<file path="src/sv/tira_pkg.sv">
`timescale 1ns / 1ps

package tira_pkg;

    localparam int RANGE_W = 7;
    localparam int ADDR_W  = 32;
    localparam int NUM_RANGE_CODES = 128;

    typedef enum logic [2:0] {
        OP_LOAD    = 3'd0,
        OP_BUILD   = 3'd1,
        OP_PROPOSE = 3'd2,
        OP_BIND    = 3'd3,
        OP_LOOKUP  = 3'd4,
        OP_RELEASE = 3'd5,
        OP_FLUSH   = 3'd6
    } t_op;

    localparam logic [2:0] ST_OK       = 3'd0;
    localparam logic [2:0] ST_NONE     = 3'd1;
    localparam logic [2:0] ST_NOTFOUND = 3'd2;
    localparam logic [2:0] ST_ZERO     = 3'd3;
    localparam logic [2:0] ST_FULL     = 3'd4;

    typedef enum logic [1:0] {
        PUSH_IDX   = 2'd0,
        PUSH_BLK   = 2'd1,
        PUSH_ALLOC = 2'd2
    } t_push_sel;

    typedef struct packed {
        logic      latch;
        logic      idx_clr;
        logic      idx_inc;
        logic      rd_en;
        logic      push;
        t_push_sel push_sel;
        logic      shift_wr;
        logic      q_dec;
        logic      bmap_clr;
        logic      bmap_set;
        logic      blk_load;
        logic      blk_clr;
        logic      alloc_write;
        logic      alloc_free;
    } t_cmd;

    typedef struct packed {
        logic [2:0]         op;
        logic               inb;
        logic               addr_zero;
        logic               rbits_zero;
        logic               fcnt_zero;
        logic               fcnt_full;
        logic               bcnt_full;
        logic               idx_lt_fcnt;
        logic               idx_lt_bcnt;
        logic               idx_lt_peers;
        logic               idx_lt_n;
        logic               rd_vld;
        logic               a_hit;
        logic               b_hit;
        logic               q_hit;
        logic               slot_found;
        logic               bmap_hit;
        logic [RANGE_W-1:0] q_rdata;
        logic [RANGE_W-1:0] a_range;
        logic [RANGE_W-1:0] b_range;
    } t_stat;

    function automatic logic [7:0] range_count(input logic [2:0] bits);
        logic [7:0] n;
        n = (bits == 3'd0) ? 8'd0 : (8'd1 << bits);
        return n;
    endfunction

endpackage

</file>
<file path="src/sv/tira_ctrl.sv">
`timescale 1ns / 1ps

module tira_ctrl (
    input  logic            i_clk,
    input  logic            i_rst_n,
    input  logic            i_s_tvalid,
    output logic            o_s_tready,
    output logic            o_m_tvalid,
    input  logic            i_m_tready,
    output logic [7:0]      o_m_tdata,  // range_out, zero pad
    output logic [3:0]      o_m_tuser,  // status, found
    input  tira_pkg::t_stat i_stat,
    output tira_pkg::t_cmd  o_cmd
);

    typedef enum logic [3:0] {
        S_IDLE, S_DISPATCH, S_BMAP, S_BUILD, S_PROPW, S_AFIND, S_BFIND,
        S_FLUSH, S_QRM, S_SHIFT, S_DONE
    } t_state;

    t_state     r_state, n_state;
    logic [2:0] r_st, n_st;
    logic [6:0] r_rout, n_rout;
    logic       r_found, n_found;
    logic       r_full, n_full;
    logic       r_ovalid, n_ovalid;
    logic [2:0] r_ost, n_ost;
    logic [6:0] r_orout, n_orout;
    logic       r_ofound, n_ofound;
    logic       scan_end;

    assign o_s_tready = (r_state == S_IDLE);
    assign o_m_tvalid = r_ovalid;
    assign o_m_tdata  = {1'b0, r_orout};
    assign o_m_tuser  = {r_ofound, r_ost};

    always_comb begin
        o_cmd    = '0;
        n_state  = r_state;
        n_st     = r_st;
        n_rout   = r_rout;
        n_found  = r_found;
        n_full   = r_full;
        n_ovalid = r_ovalid && !i_m_tready;
        n_ost    = r_ost;
        n_orout  = r_orout;
        n_ofound = r_ofound;
        scan_end = 1'b0;
        unique case (r_state)
            S_IDLE: begin
                if (i_s_tvalid) begin
                    o_cmd.latch   = 1'b1;
                    o_cmd.idx_clr = 1'b1;
                    n_st          = tira_pkg::ST_OK;
                    n_rout        = '0;
                    n_found       = 1'b0;
                    n_full        = 1'b0;
                    n_state       = S_DISPATCH;
                end
            end
            S_DISPATCH: begin
                case (i_stat.op)
                    tira_pkg::OP_LOAD: begin
                        o_cmd.blk_load = 1'b1;
                        if (i_stat.bcnt_full) n_st = tira_pkg::ST_FULL;
                        n_state = S_DONE;
                    end
                    tira_pkg::OP_BUILD: begin
                        o_cmd.bmap_clr = 1'b1;
                        n_state = S_BMAP;
                    end
                    tira_pkg::OP_PROPOSE: begin
                        if (i_stat.rbits_zero) begin
                            n_state = S_DONE;
                        end else if (i_stat.fcnt_zero) begin
                            n_st    = tira_pkg::ST_NONE;
                            n_state = S_DONE;
                        end else begin
                            o_cmd.rd_en = 1'b1;
                            n_state     = S_PROPW;
                        end
                    end
                    tira_pkg::OP_BIND, tira_pkg::OP_RELEASE: begin
                        if (i_stat.addr_zero) begin
                            n_st    = tira_pkg::ST_ZERO;
                            n_state = S_DONE;
                        end else begin
                            n_state = S_AFIND;
                        end
                    end
                    tira_pkg::OP_LOOKUP: begin
                        n_state = i_stat.inb ? S_BFIND : S_AFIND;
                    end
                    tira_pkg::OP_FLUSH: begin
                        n_state = S_FLUSH;
                    end
                    default: begin
                        n_state = S_DONE;
                    end
                endcase
            end
            S_BMAP: begin
                o_cmd.rd_en    = i_stat.idx_lt_bcnt;
                o_cmd.idx_inc  = i_stat.idx_lt_bcnt;
                o_cmd.bmap_set = i_stat.rd_vld;
                if (!i_stat.idx_lt_bcnt && !i_stat.rd_vld) begin
                    o_cmd.idx_clr = 1'b1;
                    n_state       = S_BUILD;
                end
            end
            S_BUILD: begin
                if (i_stat.idx_lt_n) begin
                    o_cmd.idx_inc = 1'b1;
                    if (!i_stat.bmap_hit) begin
                        o_cmd.push     = 1'b1;
                        o_cmd.push_sel = tira_pkg::PUSH_IDX;
                        if (i_stat.fcnt_full) n_full = 1'b1;
                    end
                end else begin
                    if (r_full) n_st = tira_pkg::ST_FULL;
                    n_state = S_DONE;
                end
            end
            S_PROPW: begin
                n_rout  = i_stat.q_rdata;
                n_state = S_DONE;
            end
            S_AFIND: begin
                o_cmd.rd_en   = i_stat.idx_lt_peers;
                o_cmd.idx_inc = i_stat.idx_lt_peers;
                scan_end      = !i_stat.idx_lt_peers && !i_stat.rd_vld;
                if (i_stat.a_hit) begin
                    n_state = S_DONE;
                    if (i_stat.op == tira_pkg::OP_LOOKUP) begin
                        n_rout  = i_stat.a_range;
                        n_found = 1'b1;
                    end else if (i_stat.op == tira_pkg::OP_RELEASE) begin
                        if (i_stat.fcnt_full) begin
                            n_st = tira_pkg::ST_FULL;
                        end else begin
                            o_cmd.push       = 1'b1;
                            o_cmd.push_sel   = tira_pkg::PUSH_ALLOC;
                            o_cmd.alloc_free = 1'b1;
                        end
                    end
                end else if (scan_end) begin
                    if (i_stat.op == tira_pkg::OP_BIND) begin
                        if (i_stat.slot_found) begin
                            o_cmd.alloc_write = 1'b1;
                            o_cmd.idx_clr     = 1'b1;
                            n_state           = S_QRM;
                        end else begin
                            n_st    = tira_pkg::ST_FULL;
                            n_state = S_DONE;
                        end
                    end else begin
                        n_st    = tira_pkg::ST_NOTFOUND;
                        n_state = S_DONE;
                    end
                end
            end
            S_BFIND: begin
                o_cmd.rd_en   = i_stat.idx_lt_bcnt;
                o_cmd.idx_inc = i_stat.idx_lt_bcnt;
                if (i_stat.b_hit) begin
                    n_rout  = i_stat.b_range;
                    n_found = 1'b1;
                    n_state = S_DONE;
                end else if (!i_stat.idx_lt_bcnt && !i_stat.rd_vld) begin
                    n_st    = tira_pkg::ST_NOTFOUND;
                    n_state = S_DONE;
                end
            end
            S_FLUSH: begin
                o_cmd.rd_en   = i_stat.idx_lt_bcnt;
                o_cmd.idx_inc = i_stat.idx_lt_bcnt;
                if (i_stat.rd_vld) begin
                    o_cmd.push     = 1'b1;
                    o_cmd.push_sel = tira_pkg::PUSH_BLK;
                    if (i_stat.fcnt_full) n_full = 1'b1;
                end else if (!i_stat.idx_lt_bcnt) begin
                    o_cmd.blk_clr = 1'b1;
                    if (r_full) n_st = tira_pkg::ST_FULL;
                    n_state = S_DONE;
                end
            end
            S_QRM: begin
                o_cmd.rd_en   = i_stat.idx_lt_fcnt;
                o_cmd.idx_inc = i_stat.idx_lt_fcnt;
                if (i_stat.q_hit) begin
                    n_state = S_SHIFT;
                end else if (!i_stat.idx_lt_fcnt && !i_stat.rd_vld) begin
                    n_state = S_DONE;
                end
            end
            S_SHIFT: begin
                o_cmd.rd_en    = i_stat.idx_lt_fcnt;
                o_cmd.idx_inc  = i_stat.idx_lt_fcnt;
                o_cmd.shift_wr = i_stat.rd_vld;
                if (!i_stat.idx_lt_fcnt && !i_stat.rd_vld) begin
                    o_cmd.q_dec = 1'b1;
                    n_state     = S_DONE;
                end
            end
            S_DONE: begin
                if (!r_ovalid || i_m_tready) begin
                    n_ovalid = 1'b1;
                    n_ost    = r_st;
                    n_orout  = r_rout;
                    n_ofound = r_found;
                    n_state  = S_IDLE;
                end
            end
            default: begin
                n_state = S_IDLE;
            end
        endcase
    end

    always_ff @(posedge i_clk) begin
        if (!i_rst_n) begin
            r_state  <= S_IDLE;
            r_ovalid <= 1'b0;
            r_full   <= 1'b0;
        end else begin
            r_state  <= n_state;
            r_ovalid <= n_ovalid;
            r_full   <= n_full;
        end
        r_st     <= n_st;
        r_rout   <= n_rout;
        r_found  <= n_found;
        r_ost    <= n_ost;
        r_orout  <= n_orout;
        r_ofound <= n_ofound;
    end

endmodule

</file>
<file path="config.mk">
export PLATFORM = sky130hd
export DESIGN_NAME = tira_ctrl
export DESIGN_NICKNAME = d
export VERILOG_FILES = /design/src/sv/tira_pkg.sv /design/src/sv/tira_ctrl.sv
export SDC_FILE = /design/constraint.sdc
export NUM_CORES = 1
export LEC_CHECK = 0
export CAP_MARGIN = 10
export CORE_UTILIZATION = 60
export CTS_BUF_LIST = sky130_fd_sc_hd__clkbuf_16
export DETAILED_ROUTE_END_ITERATION = 10
export DONT_BUFFER_PORTS = 1
export PLACE_DENSITY_LB_ADDON = 0.2
export SLEW_MARGIN = 10
export SYNTH_ARGS = -nofsm -noshare
export SYNTH_HDL_FRONTEND = slang
export SYNTH_SLANG_ARGS = --single-unit
</file>
<file path="constraint.sdc">
create_clock -name i_clk -period 2.1 [get_ports i_clk]
set_input_delay 0.21 -clock i_clk [delete_from_list [all_inputs] [get_ports i_clk]]
set_output_delay 0.21 -clock i_clk [all_outputs]
set_load 0.05 [all_outputs]
</file>
# Word level (Yosys, flattened, before mapping)

Cells that the tools add are included.
Widths: inputs -> output; s select.

Register bits after elaboration: 28
Input bits: 44
Output and inout port bits: 29

Equal/unequal tests: 41
Multiplexer cells: 94
Reduce and logical (&&, ||, !) cells: 26

Operators with widths:

| cell               | count |
|---|---|
| $mux 3             | 25 |
| $mux 4             | 16 |
| $pmux 4 s11        | 1 |
| $mux 1             | 33 |
| $mux 7             | 4 |
| $ne 2x2->1 const B | 14 |
| $pmux 7 s4         | 1 |
| $ne 3x3->1 const B | 9 |
| $pmux 4 s5         | 1 |
| $pmux 3 s3         | 2 |
| $pmux 3 s6         | 1 |
| $reduce_and 17->1  | 1 |
| $eq 4x3->1 const B | 4 |
| $reduce_and 5->1   | 3 |
| $eq 4x4->1 const B | 3 |
| $mux 2             | 5 |
| $eq 3x3->1 const B | 3 |
| $pmux 1 s3         | 3 |
| $eq 4x2->1 const B | 2 |
| $pmux 1 s4         | 2 |
| $reduce_and 8->1   | 1 |
| $eq 3x2->1 const B | 2 |
| $logic_not 1->1    | 6 |
| $reduce_bool 3->1  | 2 |
| other kinds (13)   | 17 |

# Depth between registers and ports, before layout

Gate-level depths: netlist (run 1).

Depth in word-level cells: 5
Depth in mapped cells: 6
Depth with buffers taken out: 5

# Worst setup path before layout (run 1)

Ideal clock, no wire load.

Path type: reg-to-output
Start point: register r_state[0]
End point: output port o_cmd[6] (netlist bit)
Arrival time: 2337 ps
Data required time: 1890 ps
Path slack: -447 ps
Cell stages (with the launch flop): 5
Cell sequence: dfxtp_1 > buf_2 > buf_2 > nand2_1 > nor4_1

RTL lines:

| item                   | line             | text |
|---|---|---|
| start, declared        | tira_ctrl.sv:21  | `t_state r_state, n_state;` |
| start signal, assigned | tira_ctrl.sv:226 | `r_state <= n_state;` |
| end, declared          | tira_ctrl.sv:13  | `output tira_pkg::t_cmd o_cmd` |

==> results.ini, run 1 <==
[routing]
drt_iter0_drc = 145
dr.pass1.iters = 10
routed.top_layer = met4
drc = 2
routed-wl-met3_um = 659
final_antenna_net_count = 0
totalWireLength_mm = 4.84
vias = 1785
met1_length_mm = 1.81
met2WireLength_mm = 2.24
via_per_inst = 6.81
wl_per_cell_um = 18.5

[critical_path]
cp.arrival_ns = 1.78
cp.required_ns = 1.89
reg2reg_slack_ns = 0.19
regToRegEndpoint = r_state[3]
worst-path-max-fanout = 17
endpoint_kind = output pin
cp-start-kind = flip-flop
regToRegStartpoint = r_state[2]
rr_worst_depth = 6
path_class = flip-flop to output pin
cp_cell_sequence = buf_4, buf_4, nand2_1, o22ai_1, a2bb2oi_2, o21ai_1, buf_4
crit_path_frequent_cell = buf_4
worst_path_largest_cell_delay_ns = 0.38
cp_slowest_cell = dfxtp_2

[clock_network]
clk_latency_ns = 0.26
post_cts_buffers = 0
clockRootBuffer = clkbuf_16
cts_htree_levels = 1
numCtsBuffers = 3
cts_tree = yes
clk_pin_slew_ns = 0.06
cts.hold.buffers_added = 0
post_cts_resized = 0
clock-sinks = 28
cts_buffer_depth = 2

[floorplanning]
fp.coreArea_mm2 = 0.00285
die_area_mm2 = 0.00336
io_pins = 73
initial_core_util_pct = 65.8
die_w_um = 57.9
die_height_um = 57.9
row_count = 19

[power]
ir_drop_v = 0.000936
swShare_pct = 42.0
leakage_nw = 0.848
p_per_area_mw_per_mm2 = 1390
p_sw_mw = 1.28
clockPowerShare_pct = 18.0
seqPwrFrac_pct = 31.2
total_power_mw = 3.05
pwr-share-comb_pct = 50.8
internal-power_mw = 1.77

[sta]
maxSlewViolCount = 0
setup_viol_count_final = 0
max-slew-margin-rel_pct = 65.1
fin_skew_ns = 0.00219
timing.final.crit_period_ns = 1.99
rsz0062_at_grt = false
hold_violations = 0
tns_ns = 0
maxClockFrequency_mhz = 502
layout_setup_ws_ns = 0.110
tightest_slew_ns = 0.517
finalCritPeriodShare_pct = 94.8

[global_routing]
antenna_found_initial = 0
track_usage_pct = 30.0
grt_max_degree = 18
grt-ovfl-total = 0
grt_pass1_vias = 1566
grt_pass1_wl_mm = 7.67

[layout]
fin_util_pct = 76.7
final_common_cell = nor2_1
syn_to_final_growth_pct = 16.5
drive_above_1_share_pct = 16.5
mostFrequentLayoutCells = 34 x nor2_1, 23 x buf_4, 22 x edfxtp_1
antenna_cells = 0
design_area_mm2 = 0.00219
layout.nets = 276

[logic_synthesis]
synth_fp_nets = 261
synth_area_leader_cell = edfxtp_1
ys_seq_area_share_pct = 41.6
synth_edf_count = 22
synth_area_per_cell_um2 = 8.65
async_reset_ff_share_pct = 0
netlist_top_cells_area = edfxtp_1 35%, nor2_1 6.8%, dfxtp_1 6.4%, a21oi_1 5.1%, mux2i_1 4.3%
ys.warnings.count = 0
synth_seq_cells = 28
synth_area_mm2 = 0.00188
synth_top_area_share_pct = 35.2
ys_types = 51
synthCells = 217
yosys_most_used_dff = edfxtp_1

[place]
place_area_mm2 = 0.00207
place_congestion = 0.947
dp_hpwl_mm = 3.67
port_buffers = 0
pre_cts_slack_ns = 0.218

[worst_hold_path]
hold_depth = 1
hold_path_class = primary input to flip-flop
min_to = o_m_tvalid
min_from = i_rst_n

[outcome]
outcome = complete, but fails checks
violations = design-rule violations

[flow_run]
max_cap_viol_count = 0

-- worst max-delay path, delay by kind of cell (launching register included) --
family | cells | cell delay (ns)
compound gates | 3 | 0.40
buf+inv | 3 | 0.65
flops | 1 | 0.38
simple gates | 1 | 0.07
-- Yosys cell counts (2+ instances only) --
master	number
edfxtp_1	22
o211ai_1	4
nand3b_1	2
nor2_1	34
buf_2	10
mux2i_1	8
nand2b_1	5
nor3_1	7
buf_4	3
nor4_1	3
o21a_1	4
dfxtp_1	6
or3_1	4
nor2b_1	8
o22ai_1	3
nand2_1	17
o21ai_1	2
clkbuf_1	2
and4b_1	3
and3_1	4
a31o_2	2
o21ai_0	5
a32o_1	2
nand3_1	6
inv_1	6
a21oi_1	19
o21bai_1	2
-- logic make-up after synthesis --
logic type / count (synthesis) / synth area share (%)
simple gates: 100 / 27.3
xor+xnor: 2 / 0.934
flops: 28 / 41.6
mux: 8 / 4.27
compound gates: 55 / 19.1
other cells: 1 / 0.200
fa+ha+maj: 1 / 0.533
buf+inv: 22 / 6.07
-- routing by layer --
layer / track usage (%) / vias up
li1: - / 820
met3: 9.15 / 22
met1: 40.6 / 789
met4: 12.6 / 0
met2: 44.8 / 154
met5: 0 / -
-- final cells by class --
type / count / area (um^2)
fill: 200 / 666
inverter: 6 / 22.5
clock buffer: 3 / 75.1
timing repair buffer: 26 / 233
multi-input combinational: 167 / 1000
tap: 31 / 38.8
sequential: 28 / 783
clock inverter: 1 / 30.0
-- how the worst max path moves through the flow --
stage	depth (start not counted)	endpoint	from
after floorplan	4	o_cmd[5]	r_state[3]
after global placement	6	r_st[2]	r_state[2]
after detailed placement	6	r_state[3]	r_state[2]
after CTS	6	o_cmd[11]	r_state[2]
after global routing	7	o_cmd[11]	r_state[1]
final	7	o_cmd[11]	r_state[1]
-- power groups by stage --
stage	Combinational [mW]	Clock (mW)	Sequential, mW
2_1_floorplan	1.11	0	0.916
3_3_place_gp	1.46	0	0.946
3_5_place_dp	1.48	0	0.949
4_1_cts	1.50	0.550	0.946
5_1_grt	1.65	0.567	0.964
6_report	1.55	0.548	0.950
-- registers in the layout, summed over array words and instances (netlist names) --
name and flops:
r_ofound 1, r_ost 3, r_state 4, r_orout 7, r_full 1, r_rout 7
r_found 1, r_st 3, o_m_tvalid 1
-- per-stage QoR --
stage,hold WS [ns],std cells
CTS,0.0671,262
global route,0.0763,262
detailed placement,0.333,258
floorplan,0.328,217
global placement,0.333,258
finish,0.0674,262
Power figures use the tool's default switching activity.
==> run 2: changes to the inputs <==
--- a/config.mk
+++ b/config.mk
@@ -11,6 +11,7 @@
 export DETAILED_ROUTE_END_ITERATION = 10
 export DONT_BUFFER_PORTS = 1
 export PLACE_DENSITY_LB_ADDON = 0.2
+export REMOVE_ABC_BUFFERS = 1
 export SLEW_MARGIN = 10
 export SYNTH_ARGS = -nofsm -noshare
 export SYNTH_HDL_FRONTEND = slang
==> run 2 against run 1 <==
The run still ends with design-rule violations left. Largest cell class unchanged. Via count decreased by 3.1%. Total power decreased by 7.0%. Flip-flop and latch count unchanged. Clock power decreased by 28%. Sequential share of layout area increased by 0.82 points. Clock skew decreased by 0.00055 ns. Routed wire length decreased by 7.2%. Critical path type unchanged. Count of clock-buffer cells in the layout unchanged. Critical endpoint is now o_cmd[5]. Non-clock buffer count decreased by 2.
==> results.ini, run 2 (same netlist as run 1, synthesis figures left out) <==
[routing]
totalWireLength_mm = 4.49  ; was 4.84 mm
drc = 2  ; unchanged
via_per_inst = 6.68  ; was 6.81
final_antenna_net_count = 0  ; unchanged
wl_per_cell_um = 17.4  ; was 18.5 um
dr.pass1.iters = 8  ; was 10
vias = 1729  ; was 1785
drt_iter0_drc = 129  ; was 145

[global_routing]
grt-ovfl-total = 0  ; unchanged
antenna_found_initial = 0  ; unchanged
grt_pass1_vias = 1516  ; was 1566
grt_max_degree = 22  ; was 18
grt_pass1_wl_mm = 7.15  ; was 7.67 mm
track_usage_pct = 27.7  ; was 30.0%

[clock_network]
clock-sinks = 28  ; unchanged
cts_tree = yes  ; unchanged
clk_latency_ns = 0.25  ; was 0.26 ns
cts.hold.buffers_added = 0  ; unchanged
numCtsBuffers = 3  ; unchanged
clk_pin_slew_ns = 0.06  ; about the same
clockRootBuffer = clkbuf_16  ; unchanged
cts_buffer_depth = 2  ; unchanged
post_cts_buffers = 0  ; unchanged
cts_htree_levels = 1  ; unchanged

[floorplanning]
die_area_mm2 = 0.00336  ; unchanged
row_count = 19  ; unchanged
initial_core_util_pct = 65.8  ; unchanged
die_w_um = 57.9  ; unchanged
io_pins = 73  ; unchanged
die_height_um = 57.9  ; unchanged
fp.coreArea_mm2 = 0.00285  ; unchanged

[sta]
fin_skew_ns = 0.00164  ; was 0.00219 ns
maxSlewViolCount = 0  ; unchanged
maxClockFrequency_mhz = 511  ; was 502 MHz
hold_violations = 0  ; unchanged
hold_slack_ns = 0.0761  ; was 0.0674 ns
layout_setup_ws_ns = 0.142  ; was 0.110 ns
setup_viol_count_final = 0  ; unchanged
finalCritPeriodShare_pct = 93.2  ; was 94.8%
rsz0062_at_grt = false  ; unchanged
tns_ns = 0  ; unchanged
timing.final.crit_period_ns = 1.96  ; was 1.99 ns

[place]
dp_hpwl_mm = 3.55  ; was 3.67 mm
place_area_mm2 = 0.00205  ; was 0.00207 mm^2
port_buffers = 0  ; unchanged
pre_cts_slack_ns = 0.173  ; was 0.218 ns
dp.cells = 256  ; was 258
place_congestion = 1.01  ; was 0.947

[critical_path]
worst_path_largest_cell_delay_ns = 0.46  ; was 0.38 ns
cp.arrival_ns = 1.75  ; was 1.78 ns
cp_slowest_cell = dfxtp_2  ; unchanged
cp.required_ns = 1.89  ; about the same
endpoint_kind = output pin  ; unchanged
path_class = flip-flop to output pin  ; unchanged
cp_cell_sequence = inv_1, nor2_1, nand2_1, nor3_1, buf_4  ; was buf_4, buf_4, nand2_1, o22ai_1, a2bb2oi_2, o21ai_1, buf_4
worst-path-max-fanout = 13  ; was 17
cp-start-kind = flip-flop  ; unchanged
rr_worst_depth = 4  ; was 6

[worst_hold_path]
hold_path_class = primary input to flip-flop  ; unchanged
hold_depth = 1  ; unchanged

[layout]
top_regs = r_orout x7, r_rout x7, r_state x4  ; unchanged
layout.nets = 274  ; was 276
fin_util_pct = 75.0  ; was 76.7%
antenna_cells = 0  ; unchanged
nFillCells = 210  ; was 200
design_area_mm2 = 0.00214  ; was 0.00219 mm^2
drive_above_1_share_pct = 14.9  ; was 16.5%
mostFrequentLayoutCells = 34 x nor2_1, 22 x edfxtp_1, 21 x buf_4  ; was 34 x nor2_1, 23 x buf_4, 22 x edfxtp_1
stdcell_count = 259  ; was 262
syn_to_final_growth_pct = 13.9  ; was 16.5%
multi_input_area_mm2 = 0.00100  ; about the same
final_common_cell = nor2_1  ; unchanged
regArea_um2 = 783  ; unchanged

[power]
leakage_nw = 0.821  ; was 0.848 nW
total_power_mw = 2.83  ; was 3.05 mW
ir_drop_v = 0.00102  ; was 0.000936 V
p_per_area_mw_per_mm2 = 1330  ; was 1390 mW/mm^2

[outcome]
outcome = complete, but fails checks  ; unchanged
violations = design-rule violations  ; unchanged

[flow_run]
max_cap_viol_count = 0  ; unchanged

==> run 2: critical path, delay by kind of cell (launching register included) <==
family,cells,cell delay [ns]
flip-flops,1,0.46
buffers and inverters,2,0.37
AND/OR/NAND/NOR,3,0.67
==> run 2: worst paths after layout <==
kind | from | endpoint | slack [ns]
min reg2reg | r_rout[6] | r_orout[6] | 0.42
min | i_rst_n | o_m_tvalid | 0.08
max reg2reg | r_state[3] | r_rout[4] | 0.17
max | r_state[0] | o_cmd[5] | 0.14
==> run 2: area by class of cell <==
| type | count | share of cell area, % |
|---|---|---|
| multi-input combinational | 167 | 46.8 |
| sequential | 28 | 36.6 |
| timing repair buffer | 24 | 10.2 |
| clock buffer | 3 | 3.51 |
| tap | 31 | 1.81 |
| inverter | 6 | 1.05 |
==> run 2: power by group <==
group	internal (mW)	leakage [nW]	total (mW)	switching (mW)
Combinational	0.521	0.523	1.46	0.937
Clock	0.251	0.0370	0.397	0.146
Sequential	0.843	0.260	0.980	0.137
==> run 2: what timing repair did <==
action	CTS	global route
gates resized for setup	1	3
gates cloned	0	0
hold endpoints to repair	0	0
setup endpoints to repair	2	6
==> run 2: per-layer routing <==
metal  global-route usage (%)  vias up  routed length [um]
met5                        0        -                   0
li1                         -      813                   -
met4                     6.12        0                  60
met1                     38.7      771                1850
met2                     44.5      137                2070
met3                     6.03        8                 508
==> run 3: changes to the inputs <==
--- a/config.mk
+++ b/config.mk
@@ -6,7 +6,7 @@
 export NUM_CORES = 1
 export LEC_CHECK = 0
 export CAP_MARGIN = 10
-export CORE_UTILIZATION = 60
+export CORE_UTILIZATION = 30
 export CTS_BUF_LIST = sky130_fd_sc_hd__clkbuf_16
 export DETAILED_ROUTE_END_ITERATION = 10
 export DONT_BUFFER_PORTS = 1
==> run 3 against run 2 <==
The run now ends clean. Routed wire length rose by 10%. Worst setup slack improved by 0.038 ns. Non-clock buffer count rose by 3. Flip-flop and latch count did not move. Register-to-register slack improved by 0.03 ns. Via count fell by 3.5%. Critical path type unchanged. Hold slack improved by 0.0066 ns.
==> results.ini, run 3 (same netlist as run 1, synthesis figures left out) <==
[place]
place_congestion = 0.894  ; was 1.01
dp.cells = 303  ; was 256
place_area_mm2 = 0.00214  ; was 0.00205 mm^2
port_buffers = 0  ; unchanged
pre_cts_slack_ns = 0.169  ; was 0.173 ns
dp_hpwl_mm = 3.86  ; was 3.55 mm

[clock_network]
cts.hold.buffers_added = 0  ; unchanged
numCtsBuffers = 3  ; unchanged
clk_latency_ns = 0.25  ; about the same
cts_tree = yes  ; unchanged
clk_pin_slew_ns = 0.06  ; about the same
clockRootBuffer = clkbuf_16  ; unchanged
clock-sinks = 28  ; unchanged
cts_buffer_depth = 2  ; unchanged
post_cts_buffers = 0  ; unchanged
post_cts_resized = 0  ; was 1
cts_htree_levels = 1  ; unchanged

[sta]
setup_viol_count_final = 0  ; unchanged
hold_slack_ns = 0.0827  ; was 0.0761 ns
finalCritPeriodShare_pct = 91.4  ; was 93.2%
tns_ns = 0  ; unchanged
rsz0062_at_grt = false  ; unchanged
layout_setup_ws_ns = 0.180  ; was 0.142 ns
maxSlewViolCount = 0  ; unchanged
tightest_slew_ns = 0.505
fin_skew_ns = 0.00361  ; was 0.00164 ns
maxClockFrequency_mhz = 521  ; was 511 MHz
max-slew-margin-rel_pct = 66.3
hold_violations = 0  ; unchanged
timing.final.crit_period_ns = 1.92  ; was 1.96 ns

[layout]
layout.nets = 277  ; was 274
top_regs = r_orout x7, r_rout x7, r_state x4  ; unchanged
fin_util_pct = 37.1  ; was 75.0%
stdcell_count = 307  ; was 259
final_common_cell = nor2_1  ; unchanged
drive_above_1_share_pct = 16.4  ; was 14.9%
mostFrequentLayoutCells = 34 x nor2_1, 24 x buf_4, 22 x edfxtp_1  ; was 34 x nor2_1, 22 x edfxtp_1, 21 x buf_4
design_area_mm2 = 0.00222  ; was 0.00214 mm^2
antenna_cells = 0  ; unchanged
syn_to_final_growth_pct = 18.4  ; was 13.9%

[critical_path]
endpoint_kind = output pin  ; unchanged
cp_cell_sequence = inv_1, nor2_1, o22ai_1, a2bb2oi_1, o21ai_1, buf_4  ; was inv_1, nor2_1, nand2_1, nor3_1, buf_4
cp-start-kind = flip-flop  ; unchanged
cp.required_ns = 1.89  ; about the same
rr_worst_depth = 4  ; unchanged
cp_slowest_cell = dfxtp_2  ; unchanged
cp.arrival_ns = 1.71  ; was 1.75 ns
regToRegStartpoint = r_state[3]  ; unchanged
worst-path-max-fanout = 9  ; was 13
path_class = flip-flop to output pin  ; unchanged
worst_path_largest_cell_delay_ns = 0.42  ; was 0.46 ns
regToRegEndpoint = r_rout[4]  ; unchanged
reg2reg_slack_ns = 0.20  ; was 0.17 ns

[routing]
totalWireLength_mm = 4.95  ; was 4.49 mm
dr.pass1.iters = 4  ; was 8
drt_iter0_drc = 72  ; was 129
final_antenna_net_count = 0  ; unchanged
vias = 1668  ; was 1729
via_per_inst = 5.43  ; was 6.68
wl_per_cell_um = 16.1  ; was 17.4 um
drc = 0  ; was 2

[outcome]
outcome = completed  ; was complete, but fails checks

[power]
ir_drop_v = 0.000526  ; was 0.00102 V
p_per_area_mw_per_mm2 = 1290  ; was 1330 mW/mm^2
swShare_pct = 43.0  ; about the same
leakage_nw = 0.845  ; was 0.821 nW
clockPowerShare_pct = 14.5  ; was 14.0%
internal-power_mw = 1.63  ; was 1.61 mW
p_sw_mw = 1.23  ; was 1.22 mW
total_power_mw = 2.86  ; was 2.83 mW
pwr-share-comb_pct = 52.2  ; was 51.4%
seqPwrFrac_pct = 33.3  ; was 34.6%

[floorplanning]
io_pins = 73  ; unchanged
fp.coreArea_mm2 = 0.00599  ; was 0.00285 mm^2
initial_core_util_pct = 31.3  ; was 65.8%
die_height_um = 81.1  ; was 57.9 um
die_area_mm2 = 0.00658  ; was 0.00336 mm^2
row_count = 28  ; was 19
die_w_um = 81.1  ; was 57.9 um

[global_routing]
antenna_found_initial = 0  ; unchanged
grt_max_degree = 18  ; was 22
grt_pass1_wl_mm = 7.62  ; was 7.15 mm
grt_pass1_vias = 1531  ; was 1516
track_usage_pct = 15.0  ; was 27.7%
grt-ovfl-total = 0  ; unchanged

[worst_hold_path]
min_from = i_rst_n  ; unchanged
hold_depth = 1  ; unchanged
hold_path_class = primary input to flip-flop  ; unchanged
min_to = r_state[3]  ; was o_m_tvalid

[flow_run]
max_cap_viol_count = 0  ; unchanged

[run 3: cell count changes in the layout (fill, tap and decap cells not counted), sizes merged]
cell	delta
inv	+1
buf	+3
[run 3: power groups by stage]
stage | Sequential (mW) | Combinational, mW | Clock (mW)
2_1_floorplan | 1.03 | 0.921 | 0
3_3_place_gp | 0.960 | 1.49 | 0
3_5_place_dp | 0.961 | 1.49 | 0
4_1_cts | 0.950 | 1.49 | 0.419
5_1_grt | 0.977 | 1.60 | 0.443
6_report | 0.952 | 1.49 | 0.414
[run 3: cell type report]
cell class / count / area, um^2
clock inverter: 1 / 3.75
tap: 75 / 93.8
inverter: 6 / 22.5
clock buffer: 3 / 75.1
fill: 614 / 3770
sequential: 28 / 783
multi-input combinational: 167 / 1000
timing repair buffer: 27 / 240
[run 3: layer usage]
layer  GRT usage, %  vias to the layer above  wire, um
li1               -                      822         -
met1           21.2                      782      2270
met2           23.6                       58      2290
met3           2.58                        6       323
met4           3.39                        0        64
met5              0                        -         0
[run 3: worst max path at each step]
| stage | startpoint | endpoint | slack, ns | cells after the start |
|---|---|---|---|---|
| finish | r_state[0] | o_cmd[11] | 0.18 | 6 |
| global route | r_state[0] | o_cmd[11] | 0.06 | 6 |
| CTS | r_state[0] | o_cmd[11] | 0.08 | 6 |
| detailed placement | r_state[2] | r_rout[6] | 0.17 | 4 |
| global placement | r_state[2] | r_st[1] | 0.13 | 6 |
| floorplan | r_state[1] | o_cmd[6] | -0.51 | 2 |
[run 3: critical path: cells and delay by family (launching register included)]
family / cells / cell delay [ns]
compound gates: 3 / 0.52
buf+inv: 2 / 0.33
flops: 1 / 0.42
simple gates: 1 / 0.19
